==> src/sv/rthsv_pkg.sv <==
// ----------------------------------------------------------------------------
// rthsv_pkg
// Shared constants, types and codes of the RGB to HSV converter.
// ----------------------------------------------------------------------------
`default_nettype none

package rthsv_pkg;

    // default width of one color component
    localparam int COMPONENT_BITS_DEF = 8;

    // hue is given in 1/64 degree
    localparam int HUE_BITS     = 15;
    localparam int SECTOR_UNITS = 3840;   // 60 degrees
    localparam int CIRCLE_UNITS = 23040;  // 360 degrees

    // sector of the largest component
    typedef enum logic [1:0] {
        SEC_RED,
        SEC_GREEN,
        SEC_BLUE
    } t_sector;

    // control bits that travel with each pipeline stage
    typedef struct packed {
        logic valid;
        logic undef;
    } t_ctl;

endpackage

`default_nettype wire

==> src/sv/rthsv_rgb_if.sv <==
// ----------------------------------------------------------------------------
// rthsv_rgb_if
// Valid/ready channel carrying one RGB pixel.
// ----------------------------------------------------------------------------
`default_nettype none

interface rthsv_rgb_if
    import rthsv_pkg::*;
#(
    parameter int COMP_BITS = COMPONENT_BITS_DEF
) ();

    logic                 valid;
    logic                 ready;
    logic [COMP_BITS-1:0] red;
    logic [COMP_BITS-1:0] green;
    logic [COMP_BITS-1:0] blue;

    modport source (output valid, output red, output green, output blue, input ready);
    modport sink   (input valid, input red, input green, input blue, output ready);

endinterface

`default_nettype wire

==> src/sv/rthsv_hsv_if.sv <==
// ----------------------------------------------------------------------------
// rthsv_hsv_if
// Valid/ready channel carrying one HSV result.
// ----------------------------------------------------------------------------
`default_nettype none

interface rthsv_hsv_if
    import rthsv_pkg::*;
#(
    parameter int COMP_BITS = COMPONENT_BITS_DEF
) ();

    logic                 valid;
    logic                 ready;
    logic [HUE_BITS-1:0]  hue;
    logic [COMP_BITS-1:0] saturation;
    logic [COMP_BITS-1:0] brightness;
    logic                 hue_undefined;

    modport source (
        output valid, output hue, output saturation, output brightness,
        output hue_undefined, input ready
    );
    modport sink (
        input valid, input hue, input saturation, input brightness,
        input hue_undefined, output ready
    );

endinterface

`default_nettype wire

==> src/sv/rgb_to_hsv_converter.sv <==
// ----------------------------------------------------------------------------
// rgb_to_hsv_converter
// Fixed-point RGB to HSV, fully pipelined, one pixel per clock unless stalled.
// ----------------------------------------------------------------------------
//  channel   dir   handshake       payload
//  i_pix     in    valid / ready   red, green, blue
//  o_hsv     out   valid / ready   hue, saturation, brightness, hue_undefined
//
//  pipeline: front end, then the restoring divider chain, one quotient bit
//  per stage; every stage is a register with its valid bit
//  throughput: one pixel per clock unless o_hsv stalls
//  reset clears only the valid and undef bits, the pipeline is empty afterwards
//  a stall on o_hsv propagates back through full stages, empty stages still fill
// ----------------------------------------------------------------------------
`default_nettype none

module rgb_to_hsv_converter
    import rthsv_pkg::*;
#(
    parameter int COMPONENT_BITS = COMPONENT_BITS_DEF
) (
    input  wire logic     i_clk,
    input  wire logic     i_rst_n,
    rthsv_rgb_if.sink     i_pix,
    rthsv_hsv_if.source   o_hsv
);

    localparam int N  = COMPONENT_BITS;
    localparam int QB = (HUE_BITS > N) ? HUE_BITS : N;
    localparam int RW = N + QB;

    // links between stages, link 0 leaves the front end
    t_ctl          s_ctl     [QB+1];
    logic          s_rdy     [QB+1];
    logic [RW-1:0] s_hue_rem [QB+1];
    logic [QB-1:0] s_hue_q   [QB+1];
    logic [RW-1:0] s_sat_rem [QB+1];
    logic [QB-1:0] s_sat_q   [QB+1];
    logic [N-1:0]  s_d       [QB+1];
    logic [N-1:0]  s_hi      [QB+1];

    // max, sector and numerators
    rthsv_front #(
        .N  (N),
        .RW (RW)
    ) u_front (
        .i_clk     (i_clk),
        .i_rst_n   (i_rst_n),
        .i_valid   (i_pix.valid),
        .o_ready   (i_pix.ready),
        .i_red     (i_pix.red),
        .i_green   (i_pix.green),
        .i_blue    (i_pix.blue),
        .o_ctl     (s_ctl[0]),
        .i_ready   (s_rdy[0]),
        .o_hue_num (s_hue_rem[0]),
        .o_sat_num (s_sat_rem[0]),
        .o_d       (s_d[0]),
        .o_hi      (s_hi[0])
    );

    assign s_hue_q[0] = '0;
    assign s_sat_q[0] = '0;

    // divider chain, most significant quotient bit first
    for (genvar j = 0; j < QB; j++) begin : g_div
        rthsv_div_stage #(
            .N  (N),
            .QB (QB),
            .RW (RW),
            .K  (QB - 1 - j)
        ) u_stage (
            .i_clk     (i_clk),
            .i_rst_n   (i_rst_n),
            .i_ctl     (s_ctl[j]),
            .o_ready   (s_rdy[j]),
            .i_hue_rem (s_hue_rem[j]),
            .i_hue_q   (s_hue_q[j]),
            .i_sat_rem (s_sat_rem[j]),
            .i_sat_q   (s_sat_q[j]),
            .i_d       (s_d[j]),
            .i_hi      (s_hi[j]),
            .o_ctl     (s_ctl[j+1]),
            .i_ready   (s_rdy[j+1]),
            .o_hue_rem (s_hue_rem[j+1]),
            .o_hue_q   (s_hue_q[j+1]),
            .o_sat_rem (s_sat_rem[j+1]),
            .o_sat_q   (s_sat_q[j+1]),
            .o_d       (s_d[j+1]),
            .o_hi      (s_hi[j+1])
        );
    end

    // output, undefined hue and black saturation forced to zero
    assign s_rdy[QB]           = o_hsv.ready;
    assign o_hsv.valid         = s_ctl[QB].valid;
    assign o_hsv.hue_undefined = s_ctl[QB].undef;
    assign o_hsv.brightness    = s_hi[QB];
    assign o_hsv.hue           = s_ctl[QB].undef ? '0 : s_hue_q[QB][HUE_BITS-1:0];
    assign o_hsv.saturation    = (s_hi[QB] == '0) ? '0 : s_sat_q[QB][N-1:0];

    // hue stays inside one circle
    a_hue_range: assert property (@(posedge i_clk) disable iff (!i_rst_n)
        o_hsv.valid |-> (32'(o_hsv.hue) < 32'(CIRCLE_UNITS)))
        else $error("hue out of range");

    // undefined hue comes with zero saturation
    a_undef_sat: assert property (@(posedge i_clk) disable iff (!i_rst_n)
        (o_hsv.valid && o_hsv.hue_undefined) |-> (o_hsv.saturation == '0))
        else $error("undefined hue with nonzero saturation");

    // black is always flagged
    a_black: assert property (@(posedge i_clk) disable iff (!i_rst_n)
        (o_hsv.valid && o_hsv.brightness == '0) |-> o_hsv.hue_undefined)
        else $error("black pixel without undefined hue flag");

endmodule

`default_nettype wire

==> src/sv/rthsv_front.sv <==
// ----------------------------------------------------------------------------
// rthsv_front
// Two front stages: max/min/sector search, then the hue and saturation
// numerators that feed the divider chain.
// ----------------------------------------------------------------------------
`default_nettype none

module rthsv_front
    import rthsv_pkg::*;
#(
    parameter int N  = COMPONENT_BITS_DEF,
    parameter int RW = N + HUE_BITS
) (
    input  wire logic          i_clk,
    input  wire logic          i_rst_n,
    // pixel in
    input  wire logic          i_valid,
    output logic               o_ready,
    input  wire logic [N-1:0]  i_red,
    input  wire logic [N-1:0]  i_green,
    input  wire logic [N-1:0]  i_blue,
    // numerators out
    output t_ctl               o_ctl,
    input  wire logic          i_ready,
    output logic [RW-1:0]      o_hue_num,
    output logic [RW-1:0]      o_sat_num,
    output logic [N-1:0]       o_d,
    output logic [N-1:0]       o_hi
);

    localparam int SW = RW + 1;
    localparam logic signed [13:0]    SEC_S     = 14'(SECTOR_UNITS);
    localparam logic [HUE_BITS-1:0]   OFF_WRAP  = HUE_BITS'(CIRCLE_UNITS);
    localparam logic [HUE_BITS-1:0]   OFF_GREEN = HUE_BITS'(2 * SECTOR_UNITS);
    localparam logic [HUE_BITS-1:0]   OFF_BLUE  = HUE_BITS'(4 * SECTOR_UNITS);

    // stage a registers
    t_ctl                r_a_ctl;
    t_sector             r_a_sec;
    logic [N-1:0]        r_a_hi;
    logic [N-1:0]        r_a_d;
    logic signed [N:0]   r_a_diff;

    // stage b registers
    t_ctl                r_b_ctl;
    logic [RW-1:0]       r_b_hue_num;
    logic [RW-1:0]       r_b_sat_num;
    logic [N-1:0]        r_b_d;
    logic [N-1:0]        r_b_hi;

    t_sector             n_a_sec;
    logic [N-1:0]        n_a_hi;
    logic [N-1:0]        n_a_lo;
    logic signed [N:0]   n_a_diff;

    logic                w_a_ready;
    logic                w_b_ready;

    logic [HUE_BITS-1:0]   w_offset;
    logic [HUE_BITS+N-1:0] w_off_prod;
    logic signed [N+14:0]  w_diff_prod;
    logic signed [SW-1:0]  w_num;
    logic [RW-1:0]         w_sat_num;

    // stage handshake, a stage loads when empty or when it drains
    assign w_b_ready = !r_b_ctl.valid || i_ready;
    assign w_a_ready = !r_a_ctl.valid || w_b_ready;
    assign o_ready   = w_a_ready;

    // largest component with red over green over blue on ties
    always_comb begin
        n_a_sec = SEC_BLUE;
        if (i_red >= i_green && i_red >= i_blue) begin
            n_a_sec = SEC_RED;
        end else if (i_green >= i_blue) begin
            n_a_sec = SEC_GREEN;
        end
        case (n_a_sec)
            SEC_RED: begin
                n_a_hi   = i_red;
                n_a_diff = $signed({1'b0, i_green}) - $signed({1'b0, i_blue});
            end
            SEC_GREEN: begin
                n_a_hi   = i_green;
                n_a_diff = $signed({1'b0, i_blue}) - $signed({1'b0, i_red});
            end
            default: begin
                n_a_hi   = i_blue;
                n_a_diff = $signed({1'b0, i_red}) - $signed({1'b0, i_green});
            end
        endcase
    end

    // smallest component
    always_comb begin
        n_a_lo = (i_red < i_green) ? i_red : i_green;
        if (i_blue < n_a_lo) begin
            n_a_lo = i_blue;
        end
    end

    // stage a
    always_ff @(posedge i_clk) begin
        if (!i_rst_n) begin
            r_a_ctl <= '0;
        end else if (w_a_ready) begin
            r_a_ctl.valid <= i_valid;
            r_a_ctl.undef <= (n_a_hi == n_a_lo);
        end
    end

    always_ff @(posedge i_clk) begin
        if (w_a_ready && i_valid) begin
            r_a_sec  <= n_a_sec;
            r_a_hi   <= n_a_hi;
            r_a_d    <= n_a_hi - n_a_lo;
            r_a_diff <= n_a_diff;
        end
    end

    // sector offset, red with a negative spread wraps by a full circle
    always_comb begin
        case (r_a_sec)
            SEC_RED:   w_offset = (r_a_diff < 0) ? OFF_WRAP : '0;
            SEC_GREEN: w_offset = OFF_GREEN;
            default:   w_offset = OFF_BLUE;
        endcase
    end

    // hue numerator offset*d + 3840*diff, never negative
    assign w_off_prod  = w_offset * r_a_d;
    assign w_diff_prod = (N+15)'(r_a_diff) * (N+15)'(SEC_S);
    assign w_num       = SW'($signed({1'b0, w_off_prod})) + SW'(w_diff_prod);

    // saturation numerator d * full scale
    assign w_sat_num = (RW'(r_a_d) << N) - RW'(r_a_d);

    // stage b
    always_ff @(posedge i_clk) begin
        if (!i_rst_n) begin
            r_b_ctl <= '0;
        end else if (w_b_ready) begin
            r_b_ctl <= r_a_ctl;
        end
    end

    always_ff @(posedge i_clk) begin
        if (w_b_ready && r_a_ctl.valid) begin
            r_b_hue_num <= w_num[RW-1:0];
            r_b_sat_num <= w_sat_num;
            r_b_d       <= r_a_d;
            r_b_hi      <= r_a_hi;
        end
    end

    assign o_ctl     = r_b_ctl;
    assign o_hue_num = r_b_hue_num;
    assign o_sat_num = r_b_sat_num;
    assign o_d       = r_b_d;
    assign o_hi      = r_b_hi;

endmodule

`default_nettype wire

==> src/sv/rthsv_div_stage.sv <==
// ----------------------------------------------------------------------------
// rthsv_div_stage
// One restoring division step for hue and saturation: decides quotient
// bit K of both quotients and registers the partial remainders.
// ----------------------------------------------------------------------------
`default_nettype none

module rthsv_div_stage
    import rthsv_pkg::*;
#(
    parameter int N  = COMPONENT_BITS_DEF,
    parameter int QB = HUE_BITS,
    parameter int RW = N + QB,
    parameter int K  = 0
) (
    input  wire logic           i_clk,
    input  wire logic           i_rst_n,
    // upstream
    input  wire t_ctl           i_ctl,
    output logic                o_ready,
    input  wire logic [RW-1:0]  i_hue_rem,
    input  wire logic [QB-1:0]  i_hue_q,
    input  wire logic [RW-1:0]  i_sat_rem,
    input  wire logic [QB-1:0]  i_sat_q,
    input  wire logic [N-1:0]   i_d,
    input  wire logic [N-1:0]   i_hi,
    // downstream
    output t_ctl                o_ctl,
    input  wire logic           i_ready,
    output logic [RW-1:0]       o_hue_rem,
    output logic [QB-1:0]       o_hue_q,
    output logic [RW-1:0]       o_sat_rem,
    output logic [QB-1:0]       o_sat_q,
    output logic [N-1:0]        o_d,
    output logic [N-1:0]        o_hi
);

    t_ctl           r_ctl;
    logic [RW-1:0]  r_hue_rem;
    logic [QB-1:0]  r_hue_q;
    logic [RW-1:0]  r_sat_rem;
    logic [QB-1:0]  r_sat_q;
    logic [N-1:0]   r_d;
    logic [N-1:0]   r_hi;

    logic [RW-1:0]  w_hue_sub;
    logic [RW-1:0]  w_sat_sub;
    logic           w_hue_ge;
    logic           w_sat_ge;
    logic [RW-1:0]  n_hue_rem;
    logic [QB-1:0]  n_hue_q;
    logic [RW-1:0]  n_sat_rem;
    logic [QB-1:0]  n_sat_q;

    assign o_ready = !r_ctl.valid || i_ready;

    // compare against the divisor shifted to this bit
    assign w_hue_sub = RW'(i_d) << K;
    assign w_sat_sub = RW'(i_hi) << K;
    assign w_hue_ge  = (i_hue_rem >= w_hue_sub);
    assign w_sat_ge  = (i_sat_rem >= w_sat_sub);

    always_comb begin
        n_hue_rem = w_hue_ge ? (i_hue_rem - w_hue_sub) : i_hue_rem;
        n_sat_rem = w_sat_ge ? (i_sat_rem - w_sat_sub) : i_sat_rem;
        n_hue_q    = i_hue_q;
        n_sat_q    = i_sat_q;
        n_hue_q[K] = w_hue_ge;
        n_sat_q[K] = w_sat_ge;
    end

    // control
    always_ff @(posedge i_clk) begin
        if (!i_rst_n) begin
            r_ctl <= '0;
        end else if (o_ready) begin
            r_ctl <= i_ctl;
        end
    end

    // payload
    always_ff @(posedge i_clk) begin
        if (o_ready && i_ctl.valid) begin
            r_hue_rem <= n_hue_rem;
            r_hue_q   <= n_hue_q;
            r_sat_rem <= n_sat_rem;
            r_sat_q   <= n_sat_q;
            r_d       <= i_d;
            r_hi      <= i_hi;
        end
    end

    assign o_ctl     = r_ctl;
    assign o_hue_rem = r_hue_rem;
    assign o_hue_q   = r_hue_q;
    assign o_sat_rem = r_sat_rem;
    assign o_sat_q   = r_sat_q;
    assign o_d       = r_d;
    assign o_hi      = r_hi;

    // a held transaction keeps its quotients while stalled
    a_hold_q: assert property (@(posedge i_clk) disable iff (!i_rst_n)
        (r_ctl.valid && !i_ready) |=> ($stable(r_hue_q) && $stable(r_sat_q)
            && r_ctl.valid))
        else $error("division stage lost its transaction during a stall");

    // hue remainder stays below the divisor once the last bit is decided
    a_rem_bound: assert property (@(posedge i_clk) disable iff (!i_rst_n)
        (r_ctl.valid && !r_ctl.undef && K == 0) |-> (r_hue_rem < RW'(r_d)))
        else $error("hue remainder not reduced below the spread");

endmodule

`default_nettype wire
==> src/flat_wrapper.sv <==
// flat-port wrapper written by rule: the top's interface ports become plain ports
module rgb_to_hsv_converter_flat import rthsv_pkg::*;
#(
    parameter int COMPONENT_BITS = COMPONENT_BITS_DEF
)
  (i_clk, i_rst_n, i_pix_valid, i_pix_red, i_pix_green, i_pix_blue, i_pix_ready, o_hsv_valid, o_hsv_hue, o_hsv_saturation, o_hsv_brightness, o_hsv_hue_undefined, o_hsv_ready);
  rthsv_rgb_if i_pix_i ();
  rthsv_hsv_if o_hsv_i ();
  input  wire logic i_clk;
  input  wire logic i_rst_n;
  input wire logic [$bits(i_pix_i.valid)-1:0] i_pix_valid;
  input wire logic [$bits(i_pix_i.red)-1:0] i_pix_red;
  input wire logic [$bits(i_pix_i.green)-1:0] i_pix_green;
  input wire logic [$bits(i_pix_i.blue)-1:0] i_pix_blue;
  output wire logic [$bits(i_pix_i.ready)-1:0] i_pix_ready;
  output wire logic [$bits(o_hsv_i.valid)-1:0] o_hsv_valid;
  output wire logic [$bits(o_hsv_i.hue)-1:0] o_hsv_hue;
  output wire logic [$bits(o_hsv_i.saturation)-1:0] o_hsv_saturation;
  output wire logic [$bits(o_hsv_i.brightness)-1:0] o_hsv_brightness;
  output wire logic [$bits(o_hsv_i.hue_undefined)-1:0] o_hsv_hue_undefined;
  input wire logic [$bits(o_hsv_i.ready)-1:0] o_hsv_ready;
  assign i_pix_i.valid = i_pix_valid;
  assign i_pix_i.red = i_pix_red;
  assign i_pix_i.green = i_pix_green;
  assign i_pix_i.blue = i_pix_blue;
  assign i_pix_ready = i_pix_i.ready;
  assign o_hsv_valid = o_hsv_i.valid;
  assign o_hsv_hue = o_hsv_i.hue;
  assign o_hsv_saturation = o_hsv_i.saturation;
  assign o_hsv_brightness = o_hsv_i.brightness;
  assign o_hsv_hue_undefined = o_hsv_i.hue_undefined;
  assign o_hsv_i.ready = o_hsv_ready;
  rgb_to_hsv_converter #(.COMPONENT_BITS(COMPONENT_BITS)) u_core (.i_clk(i_clk), .i_rst_n(i_rst_n), .i_pix(i_pix_i), .o_hsv(o_hsv_i));
endmodule
==> config.mk <==
export PLATFORM = sky130hd
export DESIGN_NAME = rgb_to_hsv_converter_flat
export DESIGN_NICKNAME = d
export VERILOG_FILES = /design/src/sv/rthsv_pkg.sv /design/src/sv/rthsv_rgb_if.sv /design/src/sv/rthsv_hsv_if.sv /design/src/sv/rgb_to_hsv_converter.sv /design/src/sv/rthsv_front.sv /design/src/sv/rthsv_div_stage.sv /design/src/flat_wrapper.sv
export SDC_FILE = /design/constraint.sdc
export NUM_CORES = 2
export LEC_CHECK = 0
export BUFFER_PORTS_ARGS = -buffer_cell sky130_fd_sc_hd__buf_2
export CELL_PAD_IN_SITES_DETAIL_PLACEMENT = 1
export CELL_PAD_IN_SITES_GLOBAL_PLACEMENT = 1
export CORE_UTILIZATION = 28
export CTS_CLUSTER_SIZE = 24
export DETAILED_ROUTE_END_ITERATION = 10
export PLACE_DENSITY_LB_ADDON = 0.1
export SLEW_MARGIN = 20
export SYNTH_ARGS = -nofsm -noshare
export SYNTH_HDL_FRONTEND = slang
export SYNTH_SLANG_ARGS = --single-unit
==> constraint.sdc <==
create_clock -name i_clk -period 7.8 [get_ports i_clk]
set_input_delay 1.56 -clock i_clk [delete_from_list [all_inputs] [get_ports i_clk]]
set_output_delay 1.56 -clock i_clk [all_outputs]
set_load 0.03 [all_outputs]
==> metrics <==
Worst-Margin Slew between 1 and 1.5 ns; Comb power frac around a third; Port Buf Inserts 61; Sequential Power Share between 30% and 40%; hpwl dp 90.3 mm; initial antenna violation count 0; commonest non-fill, non-tap cell in the layout edfxtp_1; die height 440 µm; Final Cycle Share between 80% and 90%; Worst Clk Skew ~0.029 ns; CP dominant cell by count ha_1; status finished clean; Max IR drop VDD 570 µV; number of flops mapped to enable cells by yosys a little over 1k; layout cell share with drive strength beyond 1 a little under 8%; fmax 0.149 GHz; final hold viol count 0; peak fanout along the critical path 3; Synth cell types between 70 and 80; via-per-instance ratio 4.48; global-route wire length before repair around 190 mm; GRT overflow 0; Final Wtd Congestion about 0.79; CTS tree yes; violation count after the first detailed-route iteration just under 1k; Clock Latency Late Sink around 0.77 ns; setup TNS 0 ns; Mapped Cells 4465; CTS Buf Count around 130; Sw Pwr 6.04 mW; clock sinks 1042; clock share of power 30.4%; Top FF cell, synth edfxtp_1; Critical Path Start Type register; area of the core ~190000 µm²; CTS H-Tree Depth 4; # setup viols final 0; synthesis-to-finish area growth 14.3%; relative slew slack around 30%; # diodes 0; Die W between 400 and 500 µm; pin count of the biggest net entering global routing 67; final-stage net count roughly 5k; PwrDens around 310 nW/µm²; drt first pass iters 4; fin. max-slew vios 0; Syn. warnings 0; Longest Clk Path Bufs 3; worst path required time approximately 8.3 ns; Die Footprint just under 200000 µm²; LEAKAGE around 23 nW; Initial Utilization 28.2%; Seq/Total Area, Yosys 57.7%; total number of vias 32.5k; internal cell power about 13 mW; WL per Instance between 15 and 20 µm; Resized Gates After CTS 0; GRT Total Usage 12.2%; unrepaired setup endpoints after global routing no; Hold Path Class reg2reg; post-synthesis register bit count roughly 1.0k; Cell Area, Synth ~54000 µm²; switch share 31.6%; final core utilization 32.2%; setup bufs post-CTS 0; vias in the first global route about 36k; I/O pin count just over 60; drt drc 0; flop-to-flop setup slack about 1.1 ns; CP max stage cell fa_1; Mean Syn Cell Area around 12 µm²; ys async rst share 0%; clock slew at reported path FFs approximately 0.060 ns; Detail Route Antenna Nets 0; hold buffers post-CTS 0; routed wire length 116 mm; critical path class reg2reg; clock root cell clkbuf_16; max incr delay on CP ~0.55 ns; MaxCap Viol Count 0; crit path time final between 6 and 7 ns; Mapped Nets between 4k and 5k; Cell Rows between 150 and 200; WP data arrival approximately 7.2 ns; most frequent cells in the layout edfxtp_1 (1008), inv_1 (471), ha_1 (332), nand2_1 (316), nor2_1 (295); kind of end point of the critical path register
flip-flops by register name, summed over array words and instances, names as in the netlist, 7 cells and up:
signal	cells
u_core.g_div.u_stage.o_sat_rem	322
u_core.g_div.u_stage.o_hue_rem	238
u_core.g_div.u_stage.o_hi	120
u_core.g_div.u_stage.o_hue_q	120
u_core.g_div.u_stage.o_d	98
u_core.g_div.u_stage.o_sat_q	36
u_core.g_div.u_stage.o_ctl	30
u_core.u_front.o_sat_num	17
u_core.u_front.o_hue_num	15
u_core.u_front.r_a_diff	9
u_core.u_front.o_hi	8
u_core.u_front.r_a_d	8
u_core.u_front.r_a_hi	8
u_core.u_front.o_d	7
worst paths after layout:
| check | from | to | cells after the start |
|---|---|---|---|
| hold / removal | u_core.g_div[8].u_stage.o_hue_q[10]$_DFFE_PP_ | u_core.g_div[9].u_stage.o_hue_q[10]$_DFFE_PP_ | 0 |
| setup / recovery | u_core.u_front.r_a_diff[1]$_DFFE_PP_ | u_core.u_front.o_hue_num[22]$_DFFE_PP_ | 25 |
| hold reg to reg | u_core.g_div[8].u_stage.o_hue_q[10]$_DFFE_PP_ | u_core.g_div[9].u_stage.o_hue_q[10]$_DFFE_PP_ | 0 |
| setup reg to reg | u_core.u_front.r_a_diff[1]$_DFFE_PP_ | u_core.u_front.o_hue_num[22]$_DFFE_PP_ | 25 |
cells by family after synthesis:
kind of cell	Yosys count	share of synthesized area (%)
AOI/OAI and AO/OA	764	8.67
and+or+nand+nor	1313	12.4
xor gates and xnor gates	337	5.51
adders and majority gates	411	10.7
buffers and inverters	538	3.81
muxes	59	1.16
DFF	1042	57.7
other	1	0.00700
power by group through the flow:
stage               registers, mW  logic, mW  clock network [mW]
global placement             6.96       6.60                   0
global route                 6.85       7.72                6.26
detailed placement           6.96       6.67                   0
CTS                          6.84       6.73                6.08
floorplan                    6.84       5.30                   0
finish                       6.83       6.46                5.81
critical path: cells and delay by family, from the launching register on:
| kind | cells | cell delay, ns |
|---|---|---|
| buf+inv | 4 | 0.21 |
| compound gates | 9 | 1.90 |
| fa+ha+maj | 9 | 3.52 |
| flops | 1 | 0.42 |
| xor+xnor | 3 | 0.40 |
through the flow:
step                      setup WS (ns)  total power, mW  hold slack, ns  cell area, µm²  cells
after global routing              0.528             20.8           0.411           61300   7237
after floorplan                    1.56             12.1           0.400           53600   4465
final                              1.08             19.1           0.397           61300   7237
after detailed placement          0.994             13.6           0.406           57100   7004
after global placement             1.05             13.6           0.402           57100   7004
after CTS                         0.990             19.7           0.395           61300   7237
cells in the mapped netlist, types with 26 or more instances:
master	count	area share, %
a21boi_0	45	0.63
a21o_1	70	0.98
a21oi_1	204	1.9
and2_1	40	0.47
clkbuf_1	52	0.36
dfxtp_1	34	1.3
edfxtp_1	1008	56
fa_1	79	3.0
ha_1	332	7.7
inv_1	471	3.3
mux2_2	26	0.55
mux2i_1	32	0.60
nand2_1	316	2.2
nand2b_1	74	0.86
nand3_1	59	0.55
nand4_1	43	0.50
nor2_1	295	2.1
nor2b_1	121	1.4
nor3_1	116	1.1
nor4_1	79	0.92
o21a_1	55	0.77
o21ai_0	256	2.4
o31ai_1	44	0.62
or3_1	46	0.54
xnor2_1	161	2.6
xor2_1	176	2.9
layer usage:
metal	vias up	wire length, µm	global-route usage (%)
li1	16300	-	-
met1	15600	45000	12.5
met2	304	63900	24.1
met3	209	3080	2.06
met4	0	3730	4.93
met5	-	0	0
cell type report:
type	instances	area (µm²)
fillers	20600	129000
flip-flops and latches	1042	30900
multi-input cells	2885	20700
clock buffers	158	3460
well taps	2511	3140
inverters	471	1770
clock inverters	75	663
repair buffers	95	561
Note: power is estimated with default switching activity, not from simulation.
